==> src/rtl/rcm_pkg.sv <==
`default_nettype none
package rcm_pkg;
    localparam int REG_W = 16;
    localparam int DATA_W = 32;

    typedef enum logic [2:0]
    {
        CFG_PRIME_P    = 3'd0,
        CFG_PRIME_Q    = 3'd1,
        CFG_EXPONENT_P = 3'd2,
        CFG_EXPONENT_Q = 3'd3,
        CFG_Q_INVERSE  = 3'd4
    } cfg_index_t;

    // Datapath operation codes issued by the controller
    typedef enum logic [3:0]
    {
        OP_NONE    = 4'd0,
        OP_LOAD    = 4'd1,  // latch ciphertext, set up exponentiation mod p
        OP_RED     = 4'd2,  // reduce x mod m (x = base, one, m2, qi or diff)
        OP_MUL     = 4'd3,  // x = a * b, then reduce
        OP_SHIFT   = 4'd4,  // exponent >>= 1
        OP_SETUP_Q = 4'd5,  // store m1, set up exponentiation mod q
        OP_DIFF    = 4'd6,  // store m2 ahead of the diff steps, x = m1 + p - (m2 mod p)
        OP_FINAL   = 4'd7   // result = m2 + h * q
    } op_t;

    // Multiply / reduce operand selection
    typedef enum logic [2:0]
    {
        SEL_ACC_SQ  = 3'd0,
        SEL_SQ_SQ   = 3'd1,
        SEL_BASE    = 3'd2,
        SEL_ONE     = 3'd3,
        SEL_QI_DIFF = 3'd4,
        SEL_M2      = 3'd5,
        SEL_QI      = 3'd6,
        SEL_DIFF    = 3'd7
    } sel_t;

    typedef enum logic [1:0]
    {
        DST_ACC  = 2'd0,
        DST_SQ   = 2'd1,
        DST_TMP  = 2'd2,
        DST_DIFF = 2'd3
    } dst_t;

    typedef struct packed
    {
        op_t  op;
        sel_t sel;
        dst_t dst;
        logic mod_p;    // reduce by p rather than the active modulus
        logic red_go;   // start the serial reducer
    } cmd_t;

    typedef struct packed
    {
        logic red_done;
        logic exp_zero;
        logic exp_bit;
        logic p_zero;
    } sts_t;
endpackage
`default_nettype wire

==> src/rtl/rcm_ctrl.sv <==
`default_nettype none
module rcm_ctrl
    import rcm_pkg::*;
(
    input  wire  clk,
    input  wire  rst_n,
    input  wire  start,
    output logic busy,
    output logic done,
    output cmd_t cmd,
    input  sts_t sts
);
    typedef enum logic [12:0]
    {
        S_IDLE   = 13'b0000000000001,
        S_RBASE  = 13'b0000000000010,
        S_RONE   = 13'b0000000000100,
        S_TEST   = 13'b0000000001000,
        S_MULA   = 13'b0000000010000,
        S_MULS   = 13'b0000000100000,
        S_RED    = 13'b0000001000000,
        S_SHIFT  = 13'b0000010000000,
        S_NEXT   = 13'b0000100000000,
        S_DIFF   = 13'b0001000000000,
        S_H      = 13'b0010000000000,
        S_FINAL  = 13'b0100000000000,
        S_DONE   = 13'b1000000000000
    } state_t;

    state_t state_reg, state_next, ret_reg, ret_next;
    logic   phase_q_reg, phase_q_next;
    logic   [1:0] dstep_reg, dstep_next;

    always_ff @(posedge clk or negedge rst_n)
    begin
        if (!rst_n)
        begin
            state_reg   <= S_IDLE;
            ret_reg     <= S_IDLE;
            phase_q_reg <= 1'b0;
            dstep_reg   <= 2'd0;
        end
        else
        begin
            state_reg   <= state_next;
            ret_reg     <= ret_next;
            phase_q_reg <= phase_q_next;
            dstep_reg   <= dstep_next;
        end
    end

    // Sequence the two exponentiations and the recombination
    always_comb
    begin
        state_next   = state_reg;
        ret_next     = ret_reg;
        phase_q_next = phase_q_reg;
        dstep_next   = dstep_reg;
        cmd          = '{op: OP_NONE, sel: SEL_BASE, dst: DST_ACC, mod_p: 1'b0,
                         red_go: 1'b0};
        done         = 1'b0;
        busy         = (state_reg != S_IDLE);
        case (state_reg)
            S_IDLE:
            begin
                if (start)
                begin
                    cmd.op       = OP_LOAD;
                    phase_q_next = 1'b0;
                    state_next   = S_RBASE;
                end
            end
            S_RBASE:
            begin
                cmd.op = OP_RED; cmd.sel = SEL_BASE; cmd.dst = DST_SQ; cmd.red_go = 1'b1;
                ret_next   = S_RONE;
                state_next = S_RED;
            end
            S_RONE:
            begin
                cmd.op = OP_RED; cmd.sel = SEL_ONE; cmd.dst = DST_ACC; cmd.red_go = 1'b1;
                ret_next   = S_TEST;
                state_next = S_RED;
            end
            S_TEST:
            begin
                if (sts.exp_zero)
                    state_next = S_NEXT;
                else if (sts.exp_bit)
                    state_next = S_MULA;
                else
                    state_next = S_MULS;
            end
            S_MULA:
            begin
                cmd.op = OP_MUL; cmd.sel = SEL_ACC_SQ; cmd.dst = DST_ACC; cmd.red_go = 1'b1;
                ret_next   = S_MULS;
                state_next = S_RED;
            end
            S_MULS:
            begin
                cmd.op = OP_MUL; cmd.sel = SEL_SQ_SQ; cmd.dst = DST_SQ; cmd.red_go = 1'b1;
                ret_next   = S_SHIFT;
                state_next = S_RED;
            end
            S_RED:
            begin
                if (sts.red_done)
                    state_next = ret_reg;
            end
            S_SHIFT:
            begin
                cmd.op     = OP_SHIFT;
                state_next = S_TEST;
            end
            S_NEXT:
            begin
                if (!phase_q_reg)
                begin
                    cmd.op       = OP_SETUP_Q;
                    phase_q_next = 1'b1;
                    state_next   = S_RBASE;
                end
                else if (sts.p_zero)
                begin
                    cmd.op = OP_DIFF;
                    state_next = S_FINAL;
                end
                else
                begin
                    cmd.op     = OP_DIFF;
                    dstep_next = 2'd0;
                    state_next = S_DIFF;
                end
            end
            S_DIFF:
            begin
                // diff = (m1 + p - m2 mod p) mod p, then qi mod p
                cmd.mod_p  = 1'b1;
                cmd.red_go = 1'b1;
                cmd.op     = OP_RED;
                case (dstep_reg)
                    2'd0:
                    begin
                        cmd.sel = SEL_M2; cmd.dst = DST_TMP;
                    end
                    2'd1:
                    begin
                        cmd.sel = SEL_DIFF; cmd.dst = DST_DIFF;
                    end
                    default:
                    begin
                        cmd.sel = SEL_QI; cmd.dst = DST_ACC;
                    end
                endcase
                dstep_next = dstep_reg + 2'd1;
                ret_next   = (dstep_reg == 2'd2) ? S_H : S_DIFF;
                state_next = S_RED;
            end
            S_H:
            begin
                cmd.op = OP_MUL; cmd.sel = SEL_QI_DIFF; cmd.dst = DST_ACC;
                cmd.mod_p = 1'b1; cmd.red_go = 1'b1;
                ret_next   = S_FINAL;
                state_next = S_RED;
            end
            S_FINAL:
            begin
                cmd.op     = OP_FINAL;
                state_next = S_DONE;
            end
            S_DONE:
            begin
                done       = 1'b1;
                state_next = S_IDLE;
            end
            default:
            begin
                state_next = S_IDLE;
            end
        endcase
    end
endmodule
`default_nettype wire

==> src/rtl/rcm_datapath.sv <==
`default_nettype none
module rcm_datapath
    import rcm_pkg::*;
#(
    parameter int PRIME_BITS = 16
)
(
    input  wire                clk,
    input  wire                rst_n,
    input  wire  [DATA_W-1:0]  ciphertext,
    input  wire  [REG_W-1:0]   prime_p,
    input  wire  [REG_W-1:0]   prime_q,
    input  wire  [REG_W-1:0]   exponent_p,
    input  wire  [REG_W-1:0]   exponent_q,
    input  wire  [REG_W-1:0]   q_inverse,
    input  cmd_t               cmd,
    output sts_t               sts,
    output logic [DATA_W-1:0]  plaintext
);
    localparam int MB = PRIME_BITS;
    localparam int XW = (2 * MB > DATA_W) ? 2 * MB : DATA_W;  // dividend width
    localparam int CW = $clog2(XW + 1);

    logic [DATA_W-1:0] c_reg;
    logic [MB-1:0]     mod_reg, acc_reg, sq_reg, m1_reg, m2_reg, tmp_reg, diff_reg;
    logic [REG_W-1:0]  exp_reg;
    logic [MB-1:0]     pm, qm;

    // Serial restoring reducer: one dividend bit per cycle
    logic [XW-1:0]     rx_reg;
    logic [MB:0]       rr_reg;
    logic [MB-1:0]     rm_reg;
    logic [CW-1:0]     rcnt_reg;
    logic              rbusy_reg;
    dst_t              rdst_reg;
    logic [XW-1:0]     rx_in;
    logic [MB:0]       rr_sh;
    logic [MB-1:0]     rres;
    logic [MB-1:0]     op_a, op_b;
    logic [2*MB-1:0]   prod;
    logic [MB:0]       dsum;

    assign pm = MB'(prime_p);
    assign qm = MB'(prime_q);

    // Operand selection for multiply / reduce
    always_comb
    begin
        op_a = acc_reg;
        op_b = sq_reg;
        case (cmd.sel)
            SEL_ACC_SQ:  begin op_a = acc_reg; op_b = sq_reg;  end
            SEL_SQ_SQ:   begin op_a = sq_reg;  op_b = sq_reg;  end
            SEL_QI_DIFF: begin op_a = acc_reg; op_b = diff_reg; end
            default:     begin op_a = acc_reg; op_b = sq_reg;  end
        endcase
        prod = op_a * op_b;
        dsum = {1'b0, m1_reg} + {1'b0, pm} - {1'b0, tmp_reg};
        case (cmd.sel)
            SEL_BASE: rx_in = XW'(c_reg);
            SEL_ONE:  rx_in = XW'(1);
            SEL_M2:   rx_in = XW'(m2_reg);
            SEL_QI:   rx_in = XW'(q_inverse);
            SEL_DIFF: rx_in = XW'(dsum);
            default:  rx_in = XW'(prod);
        endcase
    end

    assign rr_sh = {rr_reg[MB-1:0], rx_reg[XW-1]};
    assign rres  = (rr_sh >= {1'b0, rm_reg}) ? MB'(rr_sh - {1'b0, rm_reg}) : rr_sh[MB-1:0];

    always_ff @(posedge clk or negedge rst_n)
    begin
        if (!rst_n)
        begin
            rbusy_reg <= 1'b0;
            rcnt_reg  <= '0;
        end
        else if (cmd.red_go)
        begin
            rbusy_reg <= 1'b1;
            rcnt_reg  <= CW'(XW);
        end
        else if (rbusy_reg)
        begin
            rcnt_reg <= rcnt_reg - CW'(1);
            if (rcnt_reg == CW'(1))
                rbusy_reg <= 1'b0;
        end
    end

    always_ff @(posedge clk)
    begin
        if (cmd.red_go)
        begin
            rx_reg   <= rx_in;
            rr_reg   <= '0;
            rm_reg   <= cmd.mod_p ? pm : mod_reg;
            rdst_reg <= cmd.dst;
        end
        else if (rbusy_reg)
        begin
            rx_reg <= {rx_reg[XW-2:0], 1'b0};
            rr_reg <= {1'b0, rres};
            if (rcnt_reg == CW'(1))
            begin
                case (rdst_reg)
                    DST_ACC:  acc_reg  <= rres;
                    DST_SQ:   sq_reg   <= rres;
                    DST_TMP:  tmp_reg  <= rres;
                    default:  diff_reg <= rres;
                endcase
            end
        end

        case (cmd.op)
            OP_LOAD:
            begin
                c_reg   <= ciphertext;
                mod_reg <= pm;
                exp_reg <= exponent_p;
            end
            OP_SHIFT:   exp_reg <= exp_reg >> 1;
            OP_SETUP_Q:
            begin
                m1_reg  <= (mod_reg == '0) ? '0 : acc_reg;
                mod_reg <= qm;
                exp_reg <= exponent_q;
            end
            OP_DIFF:    m2_reg <= (mod_reg == '0) ? '0 : acc_reg;
            OP_FINAL:
            begin
                if (pm == '0)
                    plaintext <= DATA_W'(m2_reg);
                else
                    plaintext <= DATA_W'({{MB{1'b0}}, m2_reg} + acc_reg * qm);
            end
            default:    ;
        endcase
    end

    // Modulo zero: the serial divider leaves the dividend, force zero later
    assign sts.red_done = rbusy_reg && (rcnt_reg == CW'(1));
    assign sts.exp_zero = (exp_reg == '0) || (mod_reg == '0);
    assign sts.exp_bit  = exp_reg[0];
    assign sts.p_zero   = (pm == '0);
endmodule
`default_nettype wire

==> src/rtl/rsa_crt_modexp.sv <==
// rsa_crt_modexp: RSA private-key step by the Chinese remainder method.
// Input stream s_axis_*: tdata[31:0] = ciphertext. Output stream m_axis_*:
// tdata[31:0] = plaintext. Configuration channel cfg_*: cfg_index selects
// 0 prime_p, 1 prime_q, 2 exponent_p, 3 exponent_q, 4 q_inverse; other
// indexes are ignored. Write only while idle.
// One item at a time: s_axis_tready is high when no item is in work and the
// output register is free. Each modular multiplication is reduced by a
// serial restoring divider over max(2*PRIME_BITS,32) dividend bits, one
// dividend bit a cycle. Reset restores the register defaults (61, 53, 53,
// 49, 38) and empties the output. A stalled receiver holds the result in
// m_axis_tdata; the next item is taken once it has been delivered.
`default_nettype none
module rsa_crt_modexp
    import rcm_pkg::*;
#(
    parameter int PRIME_BITS = 16
)
(
    input  wire         clk,
    input  wire         rst_n,
    input  wire         s_axis_tvalid,
    output logic        s_axis_tready,
    input  wire  [31:0] s_axis_tdata,   // [31:0] ciphertext
    output logic        m_axis_tvalid,
    input  wire         m_axis_tready,
    output logic [31:0] m_axis_tdata,   // [31:0] plaintext
    input  wire         cfg_valid,
    output logic        cfg_ready,
    input  wire  [2:0]  cfg_index,
    input  wire  [15:0] cfg_data
);
    logic [REG_W-1:0] prime_p_reg, prime_q_reg, exp_p_reg, exp_q_reg, qinv_reg;
    logic busy, done, start, ovalid_reg;
    cmd_t cmd;
    sts_t sts;
    logic [DATA_W-1:0] result;

    assign cfg_ready     = 1'b1;
    assign s_axis_tready = !busy && !ovalid_reg;
    assign start         = s_axis_tvalid && s_axis_tready;

    // Write configuration registers
    always_ff @(posedge clk or negedge rst_n)
    begin
        if (!rst_n)
        begin
            prime_p_reg <= 16'd61;
            prime_q_reg <= 16'd53;
            exp_p_reg   <= 16'd53;
            exp_q_reg   <= 16'd49;
            qinv_reg    <= 16'd38;
        end
        else if (cfg_valid)
        begin
            case (cfg_index)
                CFG_PRIME_P:    prime_p_reg <= cfg_data;
                CFG_PRIME_Q:    prime_q_reg <= cfg_data;
                CFG_EXPONENT_P: exp_p_reg   <= cfg_data;
                CFG_EXPONENT_Q: exp_q_reg   <= cfg_data;
                CFG_Q_INVERSE:  qinv_reg    <= cfg_data;
                default:        ;
            endcase
        end
    end

    // Hold the result until the receiver takes it
    always_ff @(posedge clk or negedge rst_n)
    begin
        if (!rst_n)
            ovalid_reg <= 1'b0;
        else if (done)
            ovalid_reg <= 1'b1;
        else if (m_axis_tready)
            ovalid_reg <= 1'b0;
    end

    assign m_axis_tvalid = ovalid_reg;
    assign m_axis_tdata  = result;

    rcm_ctrl u_ctrl
    (
        .clk   (clk),
        .rst_n (rst_n),
        .start (start),
        .busy  (busy),
        .done  (done),
        .cmd   (cmd),
        .sts   (sts)
    );

    rcm_datapath #(.PRIME_BITS(PRIME_BITS)) u_dp
    (
        .clk        (clk),
        .rst_n      (rst_n),
        .ciphertext (s_axis_tdata),
        .prime_p    (prime_p_reg),
        .prime_q    (prime_q_reg),
        .exponent_p (exp_p_reg),
        .exponent_q (exp_q_reg),
        .q_inverse  (qinv_reg),
        .cmd        (cmd),
        .sts        (sts),
        .plaintext  (result)
    );

    a_no_accept_busy: assert property (@(posedge clk) disable iff (!rst_n)
        busy |-> !s_axis_tready) else $error("input accepted while busy");
    a_done_free: assert property (@(posedge clk) disable iff (!rst_n)
        done |-> !ovalid_reg) else $error("result overwritten");
    a_out_hold: assert property (@(posedge clk) disable iff (!rst_n)
        (m_axis_tvalid && !m_axis_tready) |=> $stable(m_axis_tdata))
        else $error("stalled result changed");
endmodule
`default_nettype wire
==> config.mk <==
export PLATFORM = sky130hd
export DESIGN_NAME = rsa_crt_modexp
export DESIGN_NICKNAME = d
export VERILOG_FILES = /design/src/rtl/rcm_pkg.sv /design/src/rtl/rcm_ctrl.sv /design/src/rtl/rcm_datapath.sv /design/src/rtl/rsa_crt_modexp.sv
export SDC_FILE = /design/constraint.sdc
export NUM_CORES = 2
export LEC_CHECK = 0
export ABC_AREA = 1
export BUFFER_PORTS_ARGS = -buffer_cell sky130_fd_sc_hd__buf_2
export CORE_ASPECT_RATIO = 2
export CORE_MARGIN = 3
export CORE_UTILIZATION = 45
export DETAILED_ROUTE_END_ITERATION = 16
export PLACE_DENSITY = 0.63
export SLEW_MARGIN = 20
export SYNTH_ARGS = -nofsm -noshare
export SYNTH_HDL_FRONTEND = slang
export SYNTH_SLANG_ARGS = --single-unit
==> constraint.sdc <==
create_clock -name clk -period 5.85 [get_ports clk]
set_input_delay 1.17 -clock clk [delete_from_list [all_inputs] [get_ports clk]]
set_output_delay 1.17 -clock clk [all_outputs]
set_load 0.01 [all_outputs]
# Word-level counts from Yosys, hierarchy flattened
# Cells that the tools add are included.
dict set report totals {
  register_bits 375
  latch_bits 0
  ram_bits 0
  romBits 0
  out_inout_bits 35
  wordCells 153
  n_memories 0
}
dict set report op_classes {
  add_sub_neg 6
  mul 2
  n_div 0
  magnitude_cmp 1
  eq_ne 39
  shifts 0
  muxes 40
  n_bitwise 2
  reduce_logical 36
}
# cell n
set op_table {}
lappend op_table {{case mux 32 bit (5 select lines)} 1}
lappend op_table {{two-way mux 16 bit} 6}
lappend op_table {{case mux 13 bit (7 select lines)} 1}
lappend op_table {{case mux 13 bit (6 select lines)} 1}
lappend op_table {{multiplier 16 x 16 -> 32 bit} 2}
lappend op_table {{two-way mux 32 bit} 2}
lappend op_table {{zero test 16 bit} 3}
lappend op_table {{case mux 16 bit (3 select lines)} 1}
lappend op_table {{two-way mux 13 bit} 3}
lappend op_table {{adder 16 x 32 -> 32 bit} 1}
lappend op_table {{case mux 16 bit (2 select lines)} 1}
lappend op_table {{case mux 5 bit (6 select lines)} 1}
lappend op_table {{equality test 3 bit (second input constant)} 9}
lappend op_table {{two-way mux 6 bit} 3}
lappend op_table {{case mux 3 bit (6 select lines)} 1}
lappend op_table {{adder 16 x 16 -> 17 bit} 1}
lappend op_table {{greater-or-equal comparator 17 x 16 -> 1 bit} 1}
lappend op_table {{subtractor 17 x 16 -> 17 bit} 1}
lappend op_table {{AND reduction 4 bit} 4}
lappend op_table {{subtractor 16 bit} 1}
lappend op_table {{AND reduction 2 bit} 7}
lappend op_table {{equality test 13 x 1 -> 1 bit (second input constant)} 1}
lappend op_table {{equality test 13 x 10 -> 1 bit (second input constant)} 1}
lappend op_table {{equality test 13 x 11 -> 1 bit (second input constant)} 1}
lappend op_table {{41 further kinds} 72}

# Longest topological paths before layout
dict set report depth {
  word_depth 8
  ltp_mapped 33
  mapped_depth_nobuf 32
}

# By module
# Synthesis repeated with hierarchy kept, for this count alone.
dict set report unflattened {
  hier_cells 4515
  hier_area_um2 36577.6
}
# mod instances cells_each area_each_um2 seq_area_each_um2
set by_module_without_submodules {}
lappend by_module_without_submodules {rcm_datapath 1 3973 31910.6 7762.4}
lappend by_module_without_submodules {rsa_crt_modexp 1 363 3328.2 2050.7}
lappend by_module_without_submodules {rcm_ctrl 1 179 1338.8 603.1}

# Worst setup path after synthesis
# Ideal clock, no wire load.
dict set report synth_timing {
  path_kind {reg2reg}
  from {register u_ctrl.state_reg[5]}
  to {register u_dp.rx_reg[31] (data pin)}
  setup_time_ns 0.257
  arrival_time_ns 5.979
  t_required_ns 5.593
  setup_slack_ns -0.387
  path_stages_with_launch 30
  path_buffers 2
  synth_period_minus_slack_ns 6.237
  cell_sequence {dfrtp_1 nor2_2 nand2_4 nor2_8 nand2_2 buf_4 o21ai_2 buf_2 nand2_1 fa_1 inv_1 fa_1 inv_1 fa_1 inv_1 fa_1 fa_1 inv_1 fa_1 inv_1 ha_1 nand2_1 o21ai_0 inv_1 nand3_1 nand3_1 nand2_1 nand2_1 nand3_1 a21oi_1}
}
dict set report synth_between {
  elab_chain_len 7
  word_cells_on_any_way 21
  cone_classes {1 x mul; 13 x eq/ne; 6 x mux; 1 x reduce/logical}
}
# element line_no
set synth_lines {}
lappend synth_lines {{start: declaration} rcm_ctrl.sv:30} ;# state_t state_reg, state_next, ret_reg, ret_next;
lappend synth_lines {{start signal: assignment} rcm_ctrl.sv:45} ;# state_reg <= state_next;
lappend synth_lines {{equality test 13 x 11 -> 1 bit, or another cell as far along} rcm_ctrl.sv:63} ;# case (state_reg)
lappend synth_lines {{case mux 5 bit (6 select lines)} rcm_ctrl.sv:63}
lappend synth_lines {{equality test 3 x 1 -> 1 bit / equality test 3 bit (equally long branches)} rcm_datapath.sv:51} ;# case (cmd.sel)
lappend synth_lines {{two-way mux 16 bit} rcm_datapath.sv:51}
lappend synth_lines {{multiplier 16 x 16 -> 32 bit} rcm_datapath.sv:57} ;# prod = op_a * op_b;
lappend synth_lines {{case mux 32 bit (5 select lines)} rcm_datapath.sv:59} ;# case (cmd.sel)
lappend synth_lines {{two-way mux 32 bit (*)} rcm_datapath.sv:94} ;# if (cmd.red_go)
lappend synth_lines {{end signal: assignment} rcm_datapath.sv:96} ;# rx_reg <= rx_in;
lappend synth_lines {{end signal: assignment} rcm_datapath.sv:103} ;# rx_reg <= {rx_reg[XW-2:0], 1'b0};
lappend synth_lines {{end: declaration} rcm_datapath.sv:30} ;# logic [XW-1:0] rx_reg;
# Mark *: on every way between the ends. The rest lies on a longest branch, timed or not.
# A chain may end at the register's enable or synchronous reset.

# Final worst setup path
dict set report layout_timing {
  from {register u_ctrl.state_reg[3]}
  to {register u_dp.rx_reg[19] (data pin)}
}
# The elaborated chain is that of the path after synthesis.

==> summary.txt <==
Run
  • Max Cap Viol: 0

Critical path
  • Worst path max stage delay: 0.61 ns
  • CP Capture Type: register
  • Critical path type: register to register
  • Crit path DAT: 6.87 ns
  • Crit Path Max Fanout: 7
  • Cell mode on critical path: fa_1
  • Data required, critical path: 6.15 ns
  • Reg2Reg Depth: 29
  • Reg2reg setup slack: -0.72 ns
  • Startpoint Class: register
  • RR Endpoint: u_dp.rx_reg[19]
  • Critical-path top delay cell: fa_2
  • Reg2Reg Launch Point: u_ctrl.state_reg[3]

Timing
  • Worst Tran Pin Value: 1.11 ns
  • Hold Vio Cnt, Final: 0
  • Relative slew margins: 25.9%
  • Setup ws final: -0.716 ns
  • RSZ-0062 raised after global routing: yes
  • Final-report setup violation count: 24
  • Max Fclk: 152 MHz
  • Slew Viols, Final: 0
  • Final period util: 112%
  • Setup Skew: 0.0361 ns
  • Minimum clock period: 6.57 ns

Final layout
  • Fin cells: 5794
  • Number of nets in the layout: 5460
  • Layout cells sized above 1: 22.1%
  • Synth-to-layout area growth: 22.0%

Route
  • WL/cell: 22.3 um
  • Remaining antenna violation count: 0
  • # DRC: 0
  • Drt total wl: 129 mm
  • Via/cell ratio: 5.31
  • 1st-iter DRT viols: 1920
  • Via count: 30787
  • First drt pass iteration count: 6

Placement
  • DP Worst Slack: -1.08 ns
  • Final HPWL DP: 106 mm
  • Placed cell count: 5633
  • Port Buf Inserts: 89
  • GPL Wtd Cong: 1.02

Floorplanning
  • Site Rows: 145
  • I/O pin count: 91
  • Die X: 206 um
  • Initial core utilization: 45.7%
  • Core area: 78600 um^2
  • Die footprint: 83400 um^2
  • DIE HEIGHT: 405 um

Logic synthesis
  • Synth top cells by count: nand2_1 (1064), inv_1 (940), fa_1 (421)
  • Yosys reg bits: 370
  • Register area share after synthesis: 29.0%
  • Top cell type by total area after synthesis: fa_1
  • Cells after synthesis: 4312
  • Top-area cell type share of the netlist area: 23.5%
  • Mapped Nets: 5037
  • Top FF cell, synth: edfxtp_1
  • Avg Inst Size Synth: 8.33 um^2
  • Netlist Area Pre-Place: 35900 um^2
  • Yosys warns: 0
  • Largest cells by area after synthesis: fa_1 (23%), edfxtp_1 (20%), nand2_1 (11%), inv_1 (9.8%), ha_1 (8.6%)
  • Distinct cells, synth: 53
  • Async SR Flop Fraction: 30.3%
  • Most common cell in the synthesized netlist: nand2_1
  • Post-synth EDFFs: 242

GRT
  • GRT Total Usage: 31.3%
  • Largest net degree at the start of global routing: 70
  • First-pass GRT wire length: 192 mm
  • GRT overflow: 0
  • Vias in the first global route: 32866
  • Initial antenna violation count: 1

Run status
  • Failing checks: negative setup slack
  • Status: finished, violations left

Min path
  • HP Class: register to register
  • Launch point of the worst hold path: u_ctrl.ret_reg[0]
  • Hold depth: 2
  • WHS Endpoint: u_ctrl.ret_reg[0]

Clock network
  • CTS Buffer Depth: 3
  • CTS root buf: clkbuf_16
  • CTS tree: built
  • Num CTS Buffers: 36
  • Sink Count: 370
  • Clock latency on the worst-skew pair: 0.58 ns
  • Clk pin slew, worst setup/hold paths: 0.07 ns
  • H-tree Lvls: 2
[cell usage in the layout, fill, tap and decap left out, types with 19 or more instances in the layout]
cell type | Yosys | final
nor2_1 | 325 | 258
nand2_1 | 1064 | 1003
buf_4 | 10 | 379
o21ai_0 | 214 | 184
nand2_4 | 2 | 19
nor2_2 | 10 | 50
nand4_1 | 65 | 65
buf_2 | 44 | 88
dfrtp_1 | 91 | 89
o21ai_2 | 8 | 19
fa_1 | 421 | 388
nand3_1 | 136 | 106
edfxtp_1 | 242 | 242
dfstp_2 | 21 | 21
buf_12 | 0 | 22
xor2_1 | 23 | 22
a21oi_1 | 160 | 112
nand3_2 | 2 | 29
fa_2 | 0 | 33
clkbuf_16 | 0 | 37
inv_2 | 17 | 57
a21oi_2 | 6 | 42
inv_1 | 940 | 890
buf_6 | 2 | 43
ha_4 | 0 | 28
nor2_4 | 7 | 35
nand2_2 | 8 | 48
o21ai_1 | 17 | 26
ha_1 | 248 | 213
[logic make-up after synthesis]
family / after synthesis / share of synthesized area [%]
AO/OA/AOI/OAI: 445 / 6.64
flip-flops: 370 / 29.0
other: 1 / 0.0104
XOR/XNOR: 30 / 0.732
AND/OR/NAND/NOR: 1687 / 19.6
adder cells (fa/ha/maj): 669 / 32.1
buffers and inverters: 1110 / 11.9
[metrics by stage]
| stage | hold WS, ns | util [%] | setup TNS, ns | cell area (um^2) |
|---|---|---|---|---|
| finish | 0.470 | 55.7 | -13.59 | 43800 |
| global route | 0.493 | 55.7 | -20.53 | 43800 |
| CTS | 0.469 | 53.8 | -12.49 | 42200 |
| detailed placement | 0.457 | 51.2 | -17.67 | 40200 |
| global placement | 0.447 | 51.2 | -17.34 | 40200 |
| floorplan | 0.437 | - | -0.0962 | 36400 |
[layer usage]
metal  GRT usage [%]  part of all wire (%)
met1            27.5                    29
met3            3.10                   3.7
met5               0                     0
met4            31.1                    13
met2            59.2                    54
[critical path: cells and delay by family (launching register included)]
kind            cells  cell delay [ns]
fa+ha+maj           7             3.36
buf+inv             7             0.68
compound gates      4             0.34
simple gates       11             1.47
flops               1             0.42
[cell type report]
type / instances / area [um^2]
fill: 7153 / 34800
tap: 1029 / 1290
multi-input combinational: 2835 / 23100
timing repair buffer: 535 / 4270
clock buffer: 43 / 927
antenna: 2 / 5.00
inverter: 957 / 3630
clock inverter: 23 / 200
sequential: 370 / 10400
[timing repair]
| item | 4_1_cts | 5_1_grt |
|---|---|---|
| pin swaps | 43 | 136 |
| setup endpoints to repair | 41 | 48 |
| hold buffers | 0 | 0 |
| gates cloned | 2 | 2 |
| buffers inserted | 43 | 50 |
| gates resized for setup | 126 | 326 |
[worst max-delay path by stage]
| stage | startpoint | slack (ns) | cells after the start | endpoint |
|---|---|---|---|---|
| 2_1_floorplan | u_ctrl.state_reg[2] | -0.04 | 31 | u_dp.rx_reg[26] |
| 3_3_place_gp | u_ctrl.state_reg[2] | -1.12 | 30 | u_dp.rx_reg[31] |
| 3_5_place_dp | u_ctrl.state_reg[2] | -1.08 | 30 | u_dp.rx_reg[31] |
| 4_1_cts | u_ctrl.state_reg[11] | -0.62 | 28 | u_dp.rx_reg[31] |
| 5_1_grt | u_ctrl.state_reg[3] | -0.92 | 30 | u_dp.rx_reg[30] |
| 6_report | u_ctrl.state_reg[3] | -0.72 | 29 | u_dp.rx_reg[19] |
Power is left out: the tool's default activity adds up to more than one toggle a clock period on the data nets, which glitch-free logic cannot reach.
